<file path="config.mk">
export PLATFORM = sky130hd
export DESIGN_NAME = sd_card_spi_host_engine_top
export DESIGN_NICKNAME = d
export VERILOG_FILES = /design/src/sdh_pkg.sv /design/src/sdh_engine.sv /design/src/sd_card_spi_host_engine_top.sv
export SDC_FILE = /design/constraint.sdc
export NUM_CORES = 1
export LEC_CHECK = 0
export ABC_AREA = 1
export BUFFER_PORTS_ARGS = -buffer_cell sky130_fd_sc_hd__buf_2
export CAP_MARGIN = 20
export CELL_PAD_IN_SITES_DETAIL_PLACEMENT = 1
export CELL_PAD_IN_SITES_GLOBAL_PLACEMENT = 1
export CORE_ASPECT_RATIO = 0.9
export CORE_UTILIZATION = 45
export CTS_BUF_LIST = sky130_fd_sc_hd__clkbuf_2 sky130_fd_sc_hd__clkbuf_4 sky130_fd_sc_hd__clkbuf_8
export DETAILED_ROUTE_END_ITERATION = 7
export PLACE_DENSITY_LB_ADDON = 0.05
export SETUP_SLACK_MARGIN = 0.3
export SLEW_MARGIN = 30
export SYNTH_ARGS = -nofsm -noshare
export SYNTH_HDL_FRONTEND = slang
export SYNTH_HIERARCHICAL = 1
export SYNTH_SLANG_ARGS = --single-unit
</file>
<file path="constraint.sdc">
create_clock -name clock -period 6.4 [get_ports clock]
set_input_delay 0.64 -clock clock [delete_from_list [all_inputs] [get_ports clock]]
set_output_delay 0.64 -clock clock [all_outputs]
set_load 0.05 [all_outputs]
</file>
<file path="src/sdh_pkg.sv">
// ----------------------------------------------------------------------------
// SD card SPI host package
// Shared types, widths and defaults for the SD card SPI host engine.
// ----------------------------------------------------------------------------
package sdh_pkg;

   // Default sizes of a data block, a card register and the response poll
   localparam int BLOCK_BYTES_DEF    = 512;
   localparam int REGISTER_BYTES_DEF = 16;
   localparam int RESPONSE_TRIES_DEF = 20;

   // Fixed field widths
   localparam int REQ_W    = 3;
   localparam int CMD_W    = 6;
   localparam int ARG_W    = 32;
   localparam int BYTE_W   = 8;
   localparam int STATUS_W = 2;
   localparam int POLL_W   = 5;

   // Completion codes reported with each result beat
   localparam logic [STATUS_W-1:0] ST_OK       = 2'd0;
   localparam logic [STATUS_W-1:0] ST_R1_ERROR = 2'd1;
   localparam logic [STATUS_W-1:0] ST_REJECTED = 2'd2;
   localparam logic [STATUS_W-1:0] ST_IGNORED  = 2'd3;

   // One request beat
   typedef struct packed {
      logic [BYTE_W-1:0] write_byte;
      logic [BYTE_W-1:0] miso_byte;
      logic [ARG_W-1:0]  argument;
      logic [CMD_W-1:0]  cmd_index;
      logic [REQ_W-1:0]  req_type;
   } sdh_item_type;

   // One result beat
   typedef struct packed {
      logic [BYTE_W-1:0]   response;
      logic [STATUS_W-1:0] status;
      logic                done_res;
      logic                write_taken;
      logic [BYTE_W-1:0]   read_data;
      logic                read_valid;
      logic                card_selected;
      logic [BYTE_W-1:0]   mosi_byte;
   } sdh_result_type;

endpackage

</file>
<file path="src/sdh_engine.sv">
// ----------------------------------------------------------------------------
// SD card SPI host sequencer
// Holds the transfer state and computes one result per request beat.
// ----------------------------------------------------------------------------
module sdh_engine
   import sdh_pkg::*;
#(
   parameter int BLOCK_BYTES    = BLOCK_BYTES_DEF,
   parameter int REGISTER_BYTES = REGISTER_BYTES_DEF,
   parameter int RESPONSE_TRIES = RESPONSE_TRIES_DEF
) (
   input  logic           clock,
   input  logic           reset,
   input  logic           step_en,
   input  sdh_item_type   item,
   output sdh_result_type res
);

   localparam int MAX_BYTES = (BLOCK_BYTES > REGISTER_BYTES) ? BLOCK_BYTES : REGISTER_BYTES;
   localparam int CNT_W     = $clog2(MAX_BYTES + 1);

   localparam logic [CNT_W:0]    BLOCK_LEN = (CNT_W+1)'(BLOCK_BYTES);
   localparam logic [CNT_W:0]    REG_LEN   = (CNT_W+1)'(REGISTER_BYTES);
   localparam logic [POLL_W-1:0] TRIES     = POLL_W'(RESPONSE_TRIES);

   // Request codes
   localparam logic [REQ_W-1:0] REQ_XFER  = 3'd0;
   localparam logic [REQ_W-1:0] REQ_CMD   = 3'd1;
   localparam logic [REQ_W-1:0] REQ_READ  = 3'd2;
   localparam logic [REQ_W-1:0] REQ_WRITE = 3'd3;
   localparam logic [REQ_W-1:0] REQ_REG   = 3'd4;

   // Command numbers and bytes on the wire
   localparam logic [CMD_W-1:0]  CMD_GO_IDLE   = 6'd0;
   localparam logic [CMD_W-1:0]  CMD_SEND_IF   = 6'd8;
   localparam logic [CMD_W-1:0]  CMD_RD_SINGLE = 6'd17;
   localparam logic [CMD_W-1:0]  CMD_WR_SINGLE = 6'd24;
   localparam logic [BYTE_W-1:0] BYTE_IDLE     = 8'hFF;
   localparam logic [BYTE_W-1:0] START_TOKEN   = 8'hFE;
   localparam logic [BYTE_W-1:0] CRC_CMD0      = 8'h95;
   localparam logic [BYTE_W-1:0] CRC_CMD8      = 8'h87;
   localparam logic [1:0]        FRAME_PREFIX  = 2'b01;
   localparam logic [4:0]        DATA_ACCEPTED = 5'h05;
   localparam logic [CNT_W-1:0]  FRAME_LAST    = CNT_W'(5);
   localparam logic [CNT_W-1:0]  TAIL_BYTES    = CNT_W'(2);

   typedef enum logic [3:0] {
      PH_IDLE, PH_READY, PH_FRAME, PH_POLL, PH_TOKEN, PH_RDATA,
      PH_RCRC, PH_WTOKEN, PH_WDATA, PH_WTAIL, PH_WBUSY
   } phase_type;

   typedef enum logic [1:0] {
      OP_CMD, OP_READ, OP_WRITE, OP_REG
   } op_type;

   phase_type          phase_ff, phase_in;
   op_type             op_ff, op_in;
   logic [CNT_W-1:0]   cnt_ff, cnt_in;
   logic [POLL_W-1:0]  poll_ff, poll_in;
   logic [CMD_W-1:0]   cmd_ff, cmd_in;
   logic [ARG_W-1:0]   arg_ff, arg_in;
   logic [BYTE_W-1:0]  r1_ff, r1_in;
   logic               cs_ff, cs_in;
   logic [BYTE_W-1:0]  tx_ff, tx_in;

   logic [CNT_W:0]     cnt_next;
   logic [CNT_W:0]     read_len;

   // Byte of the six-byte command frame at a given position
   function automatic logic [BYTE_W-1:0] frame_byte(input logic [CMD_W-1:0] cmd,
                                                    input logic [ARG_W-1:0] arg,
                                                    input logic [2:0]       pos);
      logic [BYTE_W-1:0] b;
      case (pos)
         3'd0:    b = {FRAME_PREFIX, cmd};
         3'd1:    b = arg[31:24];
         3'd2:    b = arg[23:16];
         3'd3:    b = arg[15:8];
         3'd4:    b = arg[7:0];
         default: begin
            if (cmd == CMD_GO_IDLE) begin
               b = CRC_CMD0;
            end else if (cmd == CMD_SEND_IF) begin
               b = CRC_CMD8;
            end else begin
               b = BYTE_IDLE;
            end
         end
      endcase
      return b;
   endfunction

   assign cnt_next = {1'b0, cnt_ff} + (CNT_W+1)'(1);
   assign read_len = (op_ff == OP_READ) ? BLOCK_LEN : REG_LEN;

   // Next state and result for the current request beat
   always_comb begin
      phase_in = phase_ff;
      op_in    = op_ff;
      cnt_in   = cnt_ff;
      poll_in  = poll_ff;
      cmd_in   = cmd_ff;
      arg_in   = arg_ff;
      r1_in    = r1_ff;
      cs_in    = cs_ff;
      tx_in    = tx_ff;

      res.read_valid  = 1'b0;
      res.read_data   = '0;
      res.write_taken = 1'b0;
      res.done_res    = 1'b0;
      res.status      = ST_OK;

      if (item.req_type != REQ_XFER) begin
         // A new request starts only when the sequencer is idle
         if (item.req_type <= REQ_REG && phase_ff == PH_IDLE) begin
            unique case (item.req_type)
               REQ_CMD: begin
                  op_in  = OP_CMD;
                  cmd_in = item.cmd_index;
                  arg_in = item.argument;
               end
               REQ_READ: begin
                  op_in  = OP_READ;
                  cmd_in = CMD_RD_SINGLE;
                  arg_in = item.argument;
               end
               REQ_WRITE: begin
                  op_in  = OP_WRITE;
                  cmd_in = CMD_WR_SINGLE;
                  arg_in = item.argument;
               end
               default: begin
                  op_in  = OP_REG;
                  cmd_in = item.cmd_index;
                  arg_in = '0;
               end
            endcase
            cs_in    = 1'b1;
            phase_in = PH_READY;
            cnt_in   = '0;
            poll_in  = '0;
            tx_in    = BYTE_IDLE;
         end else begin
            res.status = ST_IGNORED;
         end
      end else begin
         unique case (phase_ff)
            // Wait for the card to release the bus
            PH_READY: begin
               tx_in = BYTE_IDLE;
               if (item.miso_byte == BYTE_IDLE) begin
                  phase_in = PH_FRAME;
                  cnt_in   = '0;
                  tx_in    = frame_byte(cmd_ff, arg_ff, 3'd0);
               end
            end
            // Command frame, one byte per exchange
            PH_FRAME: begin
               if (cnt_ff < FRAME_LAST) begin
                  cnt_in = cnt_next[CNT_W-1:0];
                  tx_in  = frame_byte(cmd_ff, arg_ff, cnt_next[2:0]);
               end else begin
                  phase_in = PH_POLL;
                  poll_in  = '0;
                  tx_in    = BYTE_IDLE;
               end
            end
            // Poll for the R1 response
            PH_POLL: begin
               poll_in = poll_ff + POLL_W'(1);
               tx_in   = BYTE_IDLE;
               if (!item.miso_byte[7] || poll_in >= TRIES) begin
                  r1_in = item.miso_byte;
                  if (op_ff == OP_CMD) begin
                     phase_in     = PH_IDLE;
                     res.done_res = 1'b1;
                     res.status   = (item.miso_byte != '0) ? ST_R1_ERROR : ST_OK;
                  end else if (item.miso_byte != '0) begin
                     phase_in     = PH_IDLE;
                     cs_in        = 1'b0;
                     res.done_res = 1'b1;
                     res.status   = ST_R1_ERROR;
                  end else if (op_ff == OP_WRITE) begin
                     phase_in = PH_WTOKEN;
                     tx_in    = START_TOKEN;
                  end else begin
                     phase_in = PH_TOKEN;
                  end
               end
            end
            // Skip idle bytes until the data token
            PH_TOKEN: begin
               tx_in = BYTE_IDLE;
               if (item.miso_byte != BYTE_IDLE) begin
                  phase_in = PH_RDATA;
                  cnt_in   = '0;
               end
            end
            // Pass payload bytes out
            PH_RDATA: begin
               res.read_valid = 1'b1;
               res.read_data  = item.miso_byte;
               tx_in          = BYTE_IDLE;
               if (cnt_next >= read_len) begin
                  phase_in = PH_RCRC;
                  cnt_in   = '0;
               end else begin
                  cnt_in = cnt_next[CNT_W-1:0];
               end
            end
            // Drop the two CRC bytes
            PH_RCRC: begin
               tx_in = BYTE_IDLE;
               if (cnt_ff == '0) begin
                  cnt_in = CNT_W'(1);
               end else begin
                  phase_in     = PH_IDLE;
                  res.done_res = 1'b1;
                  if (op_ff == OP_READ) begin
                     cs_in = 1'b0;
                  end
               end
            end
            PH_WTOKEN: begin
               phase_in        = PH_WDATA;
               cnt_in          = '0;
               tx_in           = item.write_byte;
               res.write_taken = 1'b1;
            end
            // Payload bytes of a block write
            PH_WDATA: begin
               if (cnt_next < BLOCK_LEN) begin
                  cnt_in          = cnt_next[CNT_W-1:0];
                  tx_in           = item.write_byte;
                  res.write_taken = 1'b1;
               end else begin
                  phase_in = PH_WTAIL;
                  cnt_in   = '0;
                  tx_in    = BYTE_IDLE;
               end
            end
            // Dummy CRC bytes, then the data response
            PH_WTAIL: begin
               tx_in = BYTE_IDLE;
               if (cnt_ff < TAIL_BYTES) begin
                  cnt_in = cnt_next[CNT_W-1:0];
               end else if (item.miso_byte[4:0] != DATA_ACCEPTED) begin
                  phase_in     = PH_IDLE;
                  cs_in        = 1'b0;
                  res.done_res = 1'b1;
                  res.status   = ST_REJECTED;
               end else begin
                  phase_in = PH_WBUSY;
               end
            end
            // Card busy programming the block
            PH_WBUSY: begin
               tx_in = BYTE_IDLE;
               if (item.miso_byte == BYTE_IDLE) begin
                  phase_in     = PH_IDLE;
                  cs_in        = 1'b0;
                  res.done_res = 1'b1;
               end
            end
            default: begin
               phase_in = PH_IDLE;
               tx_in    = BYTE_IDLE;
            end
         endcase
      end

      res.mosi_byte     = tx_in;
      res.card_selected = cs_in;
      res.response      = r1_in;
   end

   // State registers advance once per processed beat
   always_ff @(posedge clock) begin
      if (reset) begin
         phase_ff <= PH_IDLE;
         op_ff    <= OP_CMD;
         cnt_ff   <= '0;
         poll_ff  <= '0;
         cmd_ff   <= '0;
         arg_ff   <= '0;
         r1_ff    <= BYTE_IDLE;
         cs_ff    <= 1'b0;
         tx_ff    <= BYTE_IDLE;
      end else if (step_en) begin
         phase_ff <= phase_in;
         op_ff    <= op_in;
         cnt_ff   <= cnt_in;
         poll_ff  <= poll_in;
         cmd_ff   <= cmd_in;
         arg_ff   <= arg_in;
         r1_ff    <= r1_in;
         cs_ff    <= cs_in;
         tx_ff    <= tx_in;
      end
   end

   // A finished request always leaves the sequencer idle
   assert property (@(posedge clock) disable iff (reset)
      step_en && res.done_res |=> phase_ff == PH_IDLE)
      else $error("sdh_engine: done without return to idle");

   // Payload bytes come out only in the read data phase
   assert property (@(posedge clock) disable iff (reset)
      step_en && res.read_valid |-> phase_ff == PH_RDATA)
      else $error("sdh_engine: read byte outside data phase");

   // Write bytes are consumed only after the start token
   assert property (@(posedge clock) disable iff (reset)
      step_en && res.write_taken |-> phase_ff == PH_WTOKEN || phase_ff == PH_WDATA)
      else $error("sdh_engine: write byte taken outside data phase");

   // An ignored request leaves the phase untouched
   assert property (@(posedge clock) disable iff (reset)
      step_en && res.status == ST_IGNORED |=> phase_ff == $past(phase_ff))
      else $error("sdh_engine: ignored request changed phase");

endmodule

</file>
<file path="src/sd_card_spi_host_engine_top.sv">
// ----------------------------------------------------------------------------
// SD card SPI host engine, top level
// Stream wrapper with request and result registers around the sequencer.
// ----------------------------------------------------------------------------
// Each request beat on req_ is either a new transfer request (command, block
// read, block write or register read) or the report of one finished SPI byte
// exchange carrying the byte received from the card. Every request beat
// yields exactly one result beat on rsp_, with the byte to send next, the
// chip select level, any payload byte read, whether write_byte was used,
// and completion status.
// A result beat passes through the request register and then the result
// register before it is presented. Throughput is one beat per clock while
// results are taken; the sequencer state update is a single step of logic
// between the two registers.
// When rsp_tready is low the result register holds its beat, the request
// register holds one more beat, and req_tready then drops until the
// result is taken. No beat is lost or repeated.
// Reset (synchronous, active high) empties both registers, returns the
// sequencer to idle with the card deselected, and sets the last response
// byte to 0xFF.
// ----------------------------------------------------------------------------
module sd_card_spi_host_engine_top
   import sdh_pkg::*;
#(
   parameter int BLOCK_BYTES    = BLOCK_BYTES_DEF,
   parameter int REGISTER_BYTES = REGISTER_BYTES_DEF,
   parameter int RESPONSE_TRIES = RESPONSE_TRIES_DEF
) (
   input  logic        clock,
   input  logic        reset,
   input  logic        req_tvalid,
   output logic        req_tready,
   // cmd_index[5:0], argument[37:6], miso_byte[45:38], write_byte[53:46]
   input  logic [55:0] req_tdata,
   // req_type[2:0]
   input  logic [2:0]  req_tuser,
   output logic        rsp_tvalid,
   input  logic        rsp_tready,
   // mosi_byte[7:0], card_selected[8], read_valid[9], read_data[17:10],
   // write_taken[18], done_res[19], status[21:20], response[29:22]
   output logic [31:0] rsp_tdata
);

   logic           in_valid_ff;
   sdh_item_type   in_item_ff;
   logic           out_valid_ff;
   sdh_result_type out_res_ff;
   sdh_result_type step_res;
   logic           step_en;

   // Process the held beat when the result register is free or draining
   assign step_en    = in_valid_ff && (!out_valid_ff || rsp_tready);
   assign req_tready = !in_valid_ff || step_en;

   // Request register
   always_ff @(posedge clock) begin
      if (reset) begin
         in_valid_ff <= 1'b0;
      end else if (req_tready) begin
         in_valid_ff <= req_tvalid;
      end
   end

   always_ff @(posedge clock) begin
      if (req_tready && req_tvalid) begin
         in_item_ff.req_type   <= req_tuser;
         in_item_ff.cmd_index  <= req_tdata[5:0];
         in_item_ff.argument   <= req_tdata[37:6];
         in_item_ff.miso_byte  <= req_tdata[45:38];
         in_item_ff.write_byte <= req_tdata[53:46];
      end
   end

   sdh_engine #(
      .BLOCK_BYTES    (BLOCK_BYTES),
      .REGISTER_BYTES (REGISTER_BYTES),
      .RESPONSE_TRIES (RESPONSE_TRIES)
   ) u_engine (
      .clock   (clock),
      .reset   (reset),
      .step_en (step_en),
      .item    (in_item_ff),
      .res     (step_res)
   );

   // Result register
   always_ff @(posedge clock) begin
      if (reset) begin
         out_valid_ff <= 1'b0;
      end else if (step_en) begin
         out_valid_ff <= 1'b1;
      end else if (rsp_tready) begin
         out_valid_ff <= 1'b0;
      end
   end

   always_ff @(posedge clock) begin
      if (step_en) begin
         out_res_ff <= step_res;
      end
   end

   assign rsp_tvalid = out_valid_ff;
   assign rsp_tdata  = {2'b00, out_res_ff};

endmodule
</file>
==> results of run 1 <==
## flip-flops by register name (all words and copies together) (netlist names)
signal             count
u_engine/cnt_ff       10
u_engine/poll_ff       5
in_valid_ff            1
in_item_ff            57
u_engine/tx_ff         8
u_engine/cmd_ff        6
u_engine/op_ff         2
rsp_tvalid             1
u_engine/arg_ff       32
rsp_tdata             30
u_engine/phase_ff      4
u_engine/cs_ff         1
u_engine/r1_ff         8
## cells by family (layout without fill, tap and decap cells)
family,count (synthesis),in the layout,synth area share [%]
xor+xnor,4,4,0.470
buf+inv,109,210,5.92
fa+ha+maj,10,10,1.68
other cells,1,2,0.0503
simple gates,409,409,24.4
flops,165,165,56.0
compound gates,155,155,11.5
## worst register-to-register path, delay by kind of cell (launching register included)
| family | cells | cell delay (ns) |
|---|---|---|
| compound gates | 2 | 0.41 |
| simple gates | 4 | 1.05 |
| buf+inv | 3 | 0.89 |
| flops | 1 | 0.42 |
## where the power goes
part	switching (mW)	total (mW)	internal, mW
Combinational	0.165	0.228	0.0633
Sequential	0.0261	1.19	1.17
Clock	0.449	0.743	0.294
Total	0.640	2.16	1.52
## cell type report
| type | count | share of cell area [%] |
|---|---|---|
| sequential | 165 | 49.2 |
| inverter | 81 | 3.61 |
| multi-input combinational | 580 | 33.7 |
| clock buffer | 17 | 2.76 |
| tap | 207 | 3.05 |
| timing repair buffer | 97 | 5.87 |
| clock inverter | 15 | 1.87 |
## through the flow
stage	hold WS (ns)	util, %	instances
after global routing	0.312	52.5	1162
final	0.335	52.5	1162
after detailed placement	0.459	50.0	1130
after global placement	0.442	50.0	1130
after floorplan	0.432	-	854
after CTS	0.305	52.5	1162
## cell usage after synthesis (2+ instances only)
cell type	number	share of area (%)
nor2_1	63	3.2
o21ai_0	32	2.1
edfxtp_1	87	35
inv_1	68	3.4
inv_2	11	0.55
xnor2_1	3	0.35
nor2_4	7	1.1
nand3_1	78	5.2
buf_4	5	0.50
nor2_2	10	0.84
nor3_1	6	0.40
nand2_2	8	0.67
a211oi_1	7	0.70
nand2_1	213	11
a21boi_0	2	0.20
a31oi_1	7	0.59
o21ai_1	11	0.74
buf_2	9	0.60
nand3_2	3	0.40
dfxtp_1	78	21
nand4_1	10	0.84
ha_1	10	1.7
a21oi_2	3	0.35
nand3b_1	5	0.50
or2_2	4	0.34
a21oi_1	82	5.5
o211ai_1	2	0.20
clkbuf_1	13	0.65
o21a_1	2	0.20
## path summary, 6_finish.rpt
kind / from / to / slack [ns]
max reg2reg: in_item_ff[0] / u_engine/cmd_ff[0] / 3.48
min: req_tdata[36] / in_item_ff[39] / 0.34
min reg2reg: u_engine/arg_ff[31] / u_engine/arg_ff[31] / 0.47
max: in_item_ff[0] / u_engine/cmd_ff[0] / 3.48
## routing by layer
layer | part of all wire [%] | global-route usage [%] | vias up
li1 | - | - | 3045
met1 | 45 | 30.5 | 2955
met2 | 49 | 42.0 | 153
met3 | 3.8 | 4.27 | 32
met4 | 2.0 | 8.42 | 0
met5 | 0 | 0 | -
==> metrics, run 1 <==
Rel. slew slack 38.8%; Synth warnings 6; Nets 1015; Core Area 16200 sq um; GRT Residual Overflow 0; Design Power 2.16 mW; critical path's slowest cell nor2_1; Tightest Pin Transition 0.915 ns; Die Y 124 um; setup violators final 0; drt via density 5.32; most common cell after layout, fill and taps aside nand2_1; Seq/Total Area, Yosys 56.0%; Initial Util 46.1%; multi-input logic area 2860 sq um; EDFF count, synth 87; Clock Path Buffers 2; CTS tree yes; total negative slack 0 ns; cells after synthesis 853; Mapped Area 7460 sq um; gr usage total 24.3%; Pins Over Slew Limit 0; Layout area overhead 13.9%; antenna-violating nets left 0; fin crit period 2.92 ns; number of fill cells 1945; Reg clk slew, reported paths 0.11 ns; layout cells sized above 1 19.0%; CP Buf/Inv Count 3; First-pass DRT Iterations 4; Hold-fix buffers, CTS 0; Peak VDD IR 149 uV; Routability Congestion 0.872; Die Wd 138 um; Post-synth ARST share 0%; setup ws final 3.48 ns; Final Hold Viols 0; vias in the first global route 6202; Setup Fix Bufs, Post-CTS 0; most frequent cells in the layout nand2_1 (213), buf_2 (92), edfxtp_1 (87); WL/cell 17.0 um; outcome finished clean; power per cell area 255 nW/um^2; Worst path depth 9; WHS Path Cells 1; Critical Path End Type flip-flop; Clock Skews 0.0190 ns; Reg area 4170 sq um; Post-route DRC 0; Synth Flop Type edfxtp_1; DP Area 8100 sq um; hpwl dp 14.5 mm; synthesized flop and latch total 165; Total Die Area 17100 sq um; CP Cell Sequence inv_1, nand2_1, nor2_1, nor2_1, nand2_1, buf_4, inv_2, o21ai_0, a31oi_1; Reg2Reg Depth 9; Iteration-0 DRC Markers 240; family with the most delay on the worst path simple AND/OR/NAND/NOR gates; Worst setup SP type flip-flop; n_diodes 0; worst path required time 6.73 ns; cts repair resizes 0; largest net degree at the start of global routing 71; I/O Pins 97; worst slack, placed 3.27 ns; syn_area_per_cell 8.74 sq um; CTS Sinks 165; Port Buffers 92; critical path class flip-flop to flip-flop; Max-Cap Viols 0; WL final 19.8 mm; Largest stage delay, worst path 0.70 ns; crit path max fanout 42; Skew-Pair Late Insertion Delay 0.47 ns; first-pass GRT wire length 31.3 mm; via count 6185; Final Instance Area 8490 sq um; Root Driver clkbuf_8; post-synth cell types 43; HP Class primary input to flip-flop; FP Rows 44; f_max 342 MHz; RSZ-0062 raised after global routing no; Lkg Pwr 3.37 nW; H-tree levels 4; cts bufs inserted 17; period utilisation layout 45.7%; initial antenna violation count 0; WP data arrival 3.26 ns
Note: power is estimated with default switching activity, not from simulation.
==> run 2, diff against run 1 <==
--- a/config.mk
+++ b/config.mk
@@ -11,7 +11,7 @@
 export CELL_PAD_IN_SITES_DETAIL_PLACEMENT = 1
 export CELL_PAD_IN_SITES_GLOBAL_PLACEMENT = 1
 export CORE_ASPECT_RATIO = 0.9
-export CORE_UTILIZATION = 45
+export CORE_UTILIZATION = 41
 export CTS_BUF_LIST = sky130_fd_sc_hd__clkbuf_2 sky130_fd_sc_hd__clkbuf_4 sky130_fd_sc_hd__clkbuf_8
 export DETAILED_ROUTE_END_ITERATION = 7
 export PLACE_DENSITY_LB_ADDON = 0.05
==> constraint.sdc (replaced) <==
create_clock -name clock -period 2.6 [get_ports clock]
set_input_delay 0.26 -clock clock [delete_from_list [all_inputs] [get_ports clock]]
set_output_delay 0.26 -clock clock [all_outputs]
set_load 0.05 [all_outputs]
==> metrics, run 2 (synthesis gave the netlist of run 1 again) <==
Final Hold Viols 0 (unchanged); f_max 454 MHz (was 342 MHz); Max-Cap Viols 0 (unchanged); Initial Util 42.1% (was 46.1%); Rel. slew slack 46.7% (was 38.8%); WP data arrival 2.59 ns (was 3.26 ns); Layout Cells excl Fill 1265 (was 1162); hold endpoint in_valid_ff (was in_item_ff[39]); Critical Path End Type flip-flop (unchanged); R2R Path Start in_item_ff[0] (unchanged); GR Layer Usage met1 32.6% (was 30.5%); reg2reg end u_engine/cnt_ff[1] (was u_engine/cmd_ff[0]); Core Area 17700 sq um (was 16200 sq um); cts bufs inserted 17 (unchanged); Tightest Pin Transition 0.799 ns (was 0.915 ns); RSZ-0062 raised after global routing yes (was no); CP Cell Sequence inv_1, nand2_1, nor2_1, buf_4, nor2_1, nor2_2, nand2_1, nor2_2, nand3_2, inv_4, nand3_1, a21oi_1 (was inv_1, nand2_1, nor2_1, nor2_1, nand2_1, buf_4, inv_2, o21ai_0, a31oi_1); Die Wd 144 um (was 138 um); Largest stage delay, worst path 0.45 ns (was 0.70 ns); hpwl dp 15.4 mm (was 14.5 mm); Port Buffers 92 (unchanged); setup violators final 0 (unchanged); setup ws final 0.400 ns (was 3.48 ns); worst hold margin 0.0443 ns (was 0.335 ns); Reg2Reg Depth 12 (was 9); WL/cell 17.4 um (was 17.0 um); Root Driver clkbuf_8 (unchanged); max reg flops 57 (unchanged); Clock Path Buffers 2 (unchanged); Worst setup SP type flip-flop (unchanged); via count 6386 (was 6185); Routability Congestion 0.808 (was 0.872); first-pass GRT wire length 34.4 mm (was 31.3 mm); critical path's slowest cell edfxtp_1 (was nor2_1); layout cells sized above 1 20.0% (was 19.0%); CTS Sinks 165 (unchanged); final core utilization 52.3% (was 52.5%); Clock Skews 0.0151 ns (was 0.0190 ns); H-tree levels 4 (unchanged); largest net degree at the start of global routing 58 (was 71); First-pass DRT Iterations 5 (was 4); Peak VDD IR 363 uV (was 149 uV); FP Rows 46 (was 44); grt met3 use 4.11% (was 4.27%); Layout area overhead 24.3% (was 13.9%); Total Die Area 18700 sq um (was 17100 sq um); power per cell area 589 nW/um^2 (was 255 nW/um^2); Biggest register in_item_ff (unchanged); GRT Residual Overflow 0 (unchanged); WHS Path Cells 3 (was 1); hold_sp req_tvalid (was req_tdata[36]); crit path max fanout 12 (was 42); Nets 1085 (was 1015); critical path class flip-flop to flip-flop (unchanged); Skew-Pair Late Insertion Delay 0.48 ns (was 0.47 ns); met2 Use GR 41.3% (was 42.0%); drt via density 5.05 (was 5.32); period utilisation layout 84.6% (was 45.7%); Reg clk slew, reported paths 0.10 ns (was 0.11 ns); initial antenna violation count 0 (unchanged); R2R Setup Slk 0.40 ns (was 3.48 ns); total negative slack 0 ns (unchanged); most common cell after layout, fill and taps aside nand2_1 (unchanged); Final Instance Area 9270 sq um (was 8490 sq um); antenna-violating nets left 0 (unchanged); Die Y 130 um (was 124 um); Iteration-0 DRC Markers 314 (was 240); gr usage total 24.4% (was 24.3%); WL final 22.0 mm (was 19.8 mm); HP Class primary input to flip-flop (unchanged); DP Area 8210 sq um (was 8100 sq um); outcome finished clean (unchanged); Lkg Pwr 3.70 nW (was 3.37 nW); Pins Over Slew Limit 0 (unchanged); Post-route DRC 0 (unchanged); placed cells 1171 (was 1130); most frequent cells in the layout nand2_1 (210), buf_2 (92), edfxtp_1 (87) (was nand2_1 (213), buf_2 (92), edfxtp_1 (87)); I/O Pins 97 (unchanged); worst path required time 2.99 ns (was 6.73 ns); CTS tree yes (unchanged); n_diodes 0 (unchanged); fin crit period 2.20 ns (was 2.92 ns); Design Power 5.46 mW (was 2.16 mW); worst slack, placed 0.136 ns (was 3.27 ns); GRT busiest layer met2 (unchanged); vias in the first global route 6455 (was 6202)
## run 2: cell count changes in the layout (fill, tap and decap cells not counted), sizes merged
cell and delta:
buf +12, inv -1, clkinv +4, clkinvlp -3, dlygate4sd3 +58
## run 2: critical path: cells and delay by family, from the launching register on
kind | cells | cell delay [ns]
and+or+nand+nor | 8 | 1.00
AOI/OAI and AO/OA | 1 | 0.19
buffers and inverters | 3 | 0.47
DFF | 1 | 0.45
## run 2: layer usage
layer / wire [um] / vias up / part of all wire (%)
met4: 189 / 0 / 0.86
met2: 10700 / 120 / 49
met5: 0 / - / 0
met3: 623 / 15 / 2.8
met1: 10500 / 3067 / 48
li1: - / 3184 / -
## run 2: power by group
part           total, mW  switching (mW)  leakage [nW]  internal (mW)
Clock               1.87            1.15         0.200          0.722
Combinational      0.650           0.428          2.03          0.222
Sequential          2.94          0.0683          1.46           2.87
Total               5.46            1.65          3.70           3.82
## run 2: layout make-up
type	count	area (sq um)
flip-flops and latches	165	4190
clock inverters	15	158
repair buffers	167	1170
clock buffers	17	234
multi-input cells	580	2920
inverters	81	312
well taps	240	300
fillers	2122	8450
## run 2: how the worst max path moves through the flow
stage	startpoint	endpoint	cells after the start
after floorplan	rsp_tvalid	u_engine/cnt_ff[0]	10
after global placement	u_engine/cnt_ff[0]	rsp_tdata[1]	10
after detailed placement	u_engine/cnt_ff[1]	rsp_tdata[1]	11
after CTS	u_engine/cnt_ff[1]	u_engine/phase_ff[1]	16
after global routing	in_item_ff[0]	u_engine/cnt_ff[1]	12
final	in_item_ff[0]	u_engine/cnt_ff[1]	12
## run 2: what timing repair did
item | CTS | global route
hold endpoints to repair | 59 | 0
hold buffers | 58 | 0
pin swaps | 0 | 2
buffers inserted | 0 | 4
gates resized for setup | 7 | 11
setup endpoints to repair | 17 | 43
==> run 3, diff against run 2 <==
==> constraint.sdc (replaced) <==
create_clock -name clock -period 1.8 [get_ports clock]
set_input_delay 0.18 -clock clock [delete_from_list [all_inputs] [get_ports clock]]
set_output_delay 0.18 -clock clock [all_outputs]
set_load 0.05 [all_outputs]
==> metrics, run 3 (synthesis gave the netlist of run 1 again) <==
Final Hold Viols 0 (unchanged); Initial Util 42.1% (unchanged); WL/cell 24.4 um (was 17.4 um); layout cells sized above 1 50.3% (was 20.0%); Tightest Pin Transition 0.898 ns (was 0.799 ns); Critical Path End Type flip-flop (unchanged); First-pass DRT Iterations 5 (unchanged); CTS Sinks 165 (unchanged); hpwl dp 16.8 mm (was 15.4 mm); most common cell after layout, fill and taps aside nand2_1 (unchanged); Reg area 4210 sq um (was 4190 sq um); Core Area 17700 sq um (unchanged); most frequent cells in the layout nand2_1 (148), buf_2 (93), buf_4 (91) (was nand2_1 (210), buf_2 (92), edfxtp_1 (87)); Switching Share 32.6% (was 30.2%); cts bufs inserted 17 (unchanged); max reg flops 57 (unchanged); placed cells 1245 (was 1171); outcome complete, but fails checks (was finished clean); setup ws final -0.393 ns (was 0.400 ns); Nets 1208 (was 1085); worst slack, placed -0.320 ns (was 0.136 ns); Rel. slew slack 40.2% (was 46.7%); Routability Congestion 0.864 (was 0.808); vias in the first global route 8037 (was 6455); Lkg Pwr 4.68 nW (was 3.70 nW); period utilisation layout 122% (was 84.6%); first-pass GRT wire length 43.6 mm (was 34.4 mm); Max-Cap Viols 0 (unchanged); Sw Pwr 2.84 mW (was 1.65 mW); Die Wd 144 um (unchanged); Pins Over Slew Limit 0 (unchanged); Int Power 5.86 mW (was 3.82 mW); Skew-Pair Late Insertion Delay 0.49 ns (was 0.48 ns); Layout area overhead 60.8% (was 24.3%); power per cell area 725 nW/um^2 (was 589 nW/um^2); initial antenna violation count 0 (unchanged); GRT Residual Overflow 0 (unchanged); antenna-violating nets left 0 (unchanged); CTS tree yes (unchanged); multi-input logic area 4240 sq um (was 2920 sq um); via count 7822 (was 6386); DP Area 8980 sq um (was 8210 sq um); Clock Power Share 32.0% (was 34.3%); number of fill cells 1903 (was 2122); worst path required time 2.17 ns (was 2.99 ns); drt via density 5.64 (was 5.05); Reg clk slew, reported paths 0.11 ns (was 0.10 ns); setup violators final 84 (was 0); Final Instance Area 12000 sq um (was 9270 sq um); crit path max fanout 8 (was 12); Biggest register in_item_ff (unchanged); failing checks setup timing; gr usage total 31.5% (was 24.4%); H-tree levels 4 (unchanged); RSZ-0062 raised after global routing yes (unchanged); n_diodes 0 (unchanged); Root Driver clkbuf_8 (unchanged); R2R Path Start u_engine/cnt_ff[0] (was in_item_ff[0]); HP Class primary input to flip-flop (unchanged); Post-route DRC 0 (unchanged); share of power burned in registers 49.3% (was 53.8%); Worst setup SP type flip-flop (unchanged); Clock Skews 0.0266 ns (was 0.0151 ns); fin crit period 2.19 ns (was 2.20 ns); CP startpoint u_engine/cnt_ff[0] (was in_item_ff[0]); Layout Cells excl Fill 1388 (was 1265); Peak VDD IR 662 uV (was 363 uV); Port Buffers 92 (unchanged); largest net degree at the start of global routing 58 (unchanged); Design Power 8.69 mW (was 5.46 mW); WL final 33.8 mm (was 22.0 mm); Clock Path Buffers 2 (unchanged); critical path class flip-flop to flip-flop (unchanged); Die Y 130 um (unchanged); f_max 456 MHz (was 454 MHz); Iteration-0 DRC Markers 565 (was 314); final core utilization 67.6% (was 52.3%); I/O Pins 97 (unchanged); hold_sp rsp_tready (was req_tvalid); Comb power frac 18.7% (was 11.9%); WP data arrival 2.56 ns (was 2.59 ns); FP Rows 46 (unchanged); Total Die Area 18700 sq um (unchanged)
[run 3: final timing paths]
path	cells after the start	end	slack (ns)
setup / recovery	15	u_engine/tx_ff[7]	-0.39
hold / removal	4	in_valid_ff	0.05
setup reg to reg	15	u_engine/tx_ff[7]	-0.39
hold reg to reg	2	u_engine/arg_ff[12]	0.50
[run 3: metrics by stage]
step	TNS, ns	hold WS (ns)
global placement	-4.26	0.356
global route	-18.91	0.0586
CTS	-5.17	0.0534
finish	-11.54	0.0517
detailed placement	-7.97	0.358
floorplan	-19.16	0.239
[run 3: final cells by class]
class                      count  share of cell area (%)
clock inverter                14                    1.31
multi-input combinational    582                    35.3
tap                          240                    2.50
clock buffer                  18                    2.01
timing repair buffer         288                    20.6
inverter                      81                    3.07
sequential                   165                    35.1
[run 3: power groups by stage]
stage | Combinational, mW | Sequential (mW) | Clock (mW)
finish | 1.63 | 4.29 | 2.78
global route | 1.70 | 4.30 | 2.95
CTS | 1.39 | 4.26 | 2.73
detailed placement | 0.986 | 4.33 | 0
global placement | 0.951 | 4.31 | 0
floorplan | 0.500 | 4.40 | 0
[run 3: worst max-delay path, cell delays in order, from the launching register on]
cell,delay [ns]
dfxtp_4,0.38
ha_4,0.17
nand2_4,0.08
buf_6,0.12
inv_4,0.04
nor2_4,0.23
nor2_4,0.13
nand2_2,0.09
nand2_1,0.07
inv_1,0.08
nand3_2,0.10
o21ai_2,0.17
nand3_2,0.11
o21a_1,0.14
nand2_1,0.09
nand2_1,0.08
[run 3: per-layer routing]
| layer | GRT usage, % | wire, um | up-vias |
|---|---|---|---|
| met5 | 0 | 0 | - |
| met4 | 16.5 | 2020 | 0 |
| met3 | 5.36 | 1630 | 143 |
| met2 | 56.7 | 17300 | 337 |
| met1 | 35.7 | 12800 | 3899 |
| li1 | - | - | 3443 |
[run 3: repair_timing]
| item | CTS | global route |
|---|---|---|
| endpoints found under the setup margin | 106 | 106 |
| gates cloned | 10 | 0 |
| hold buffers | 58 | 0 |
| setup buffers | 28 | 15 |
| pin swaps | 53 | 48 |
| endpoints found under the hold margin | 58 | 0 |
| gates resized for setup | 224 | 165 |
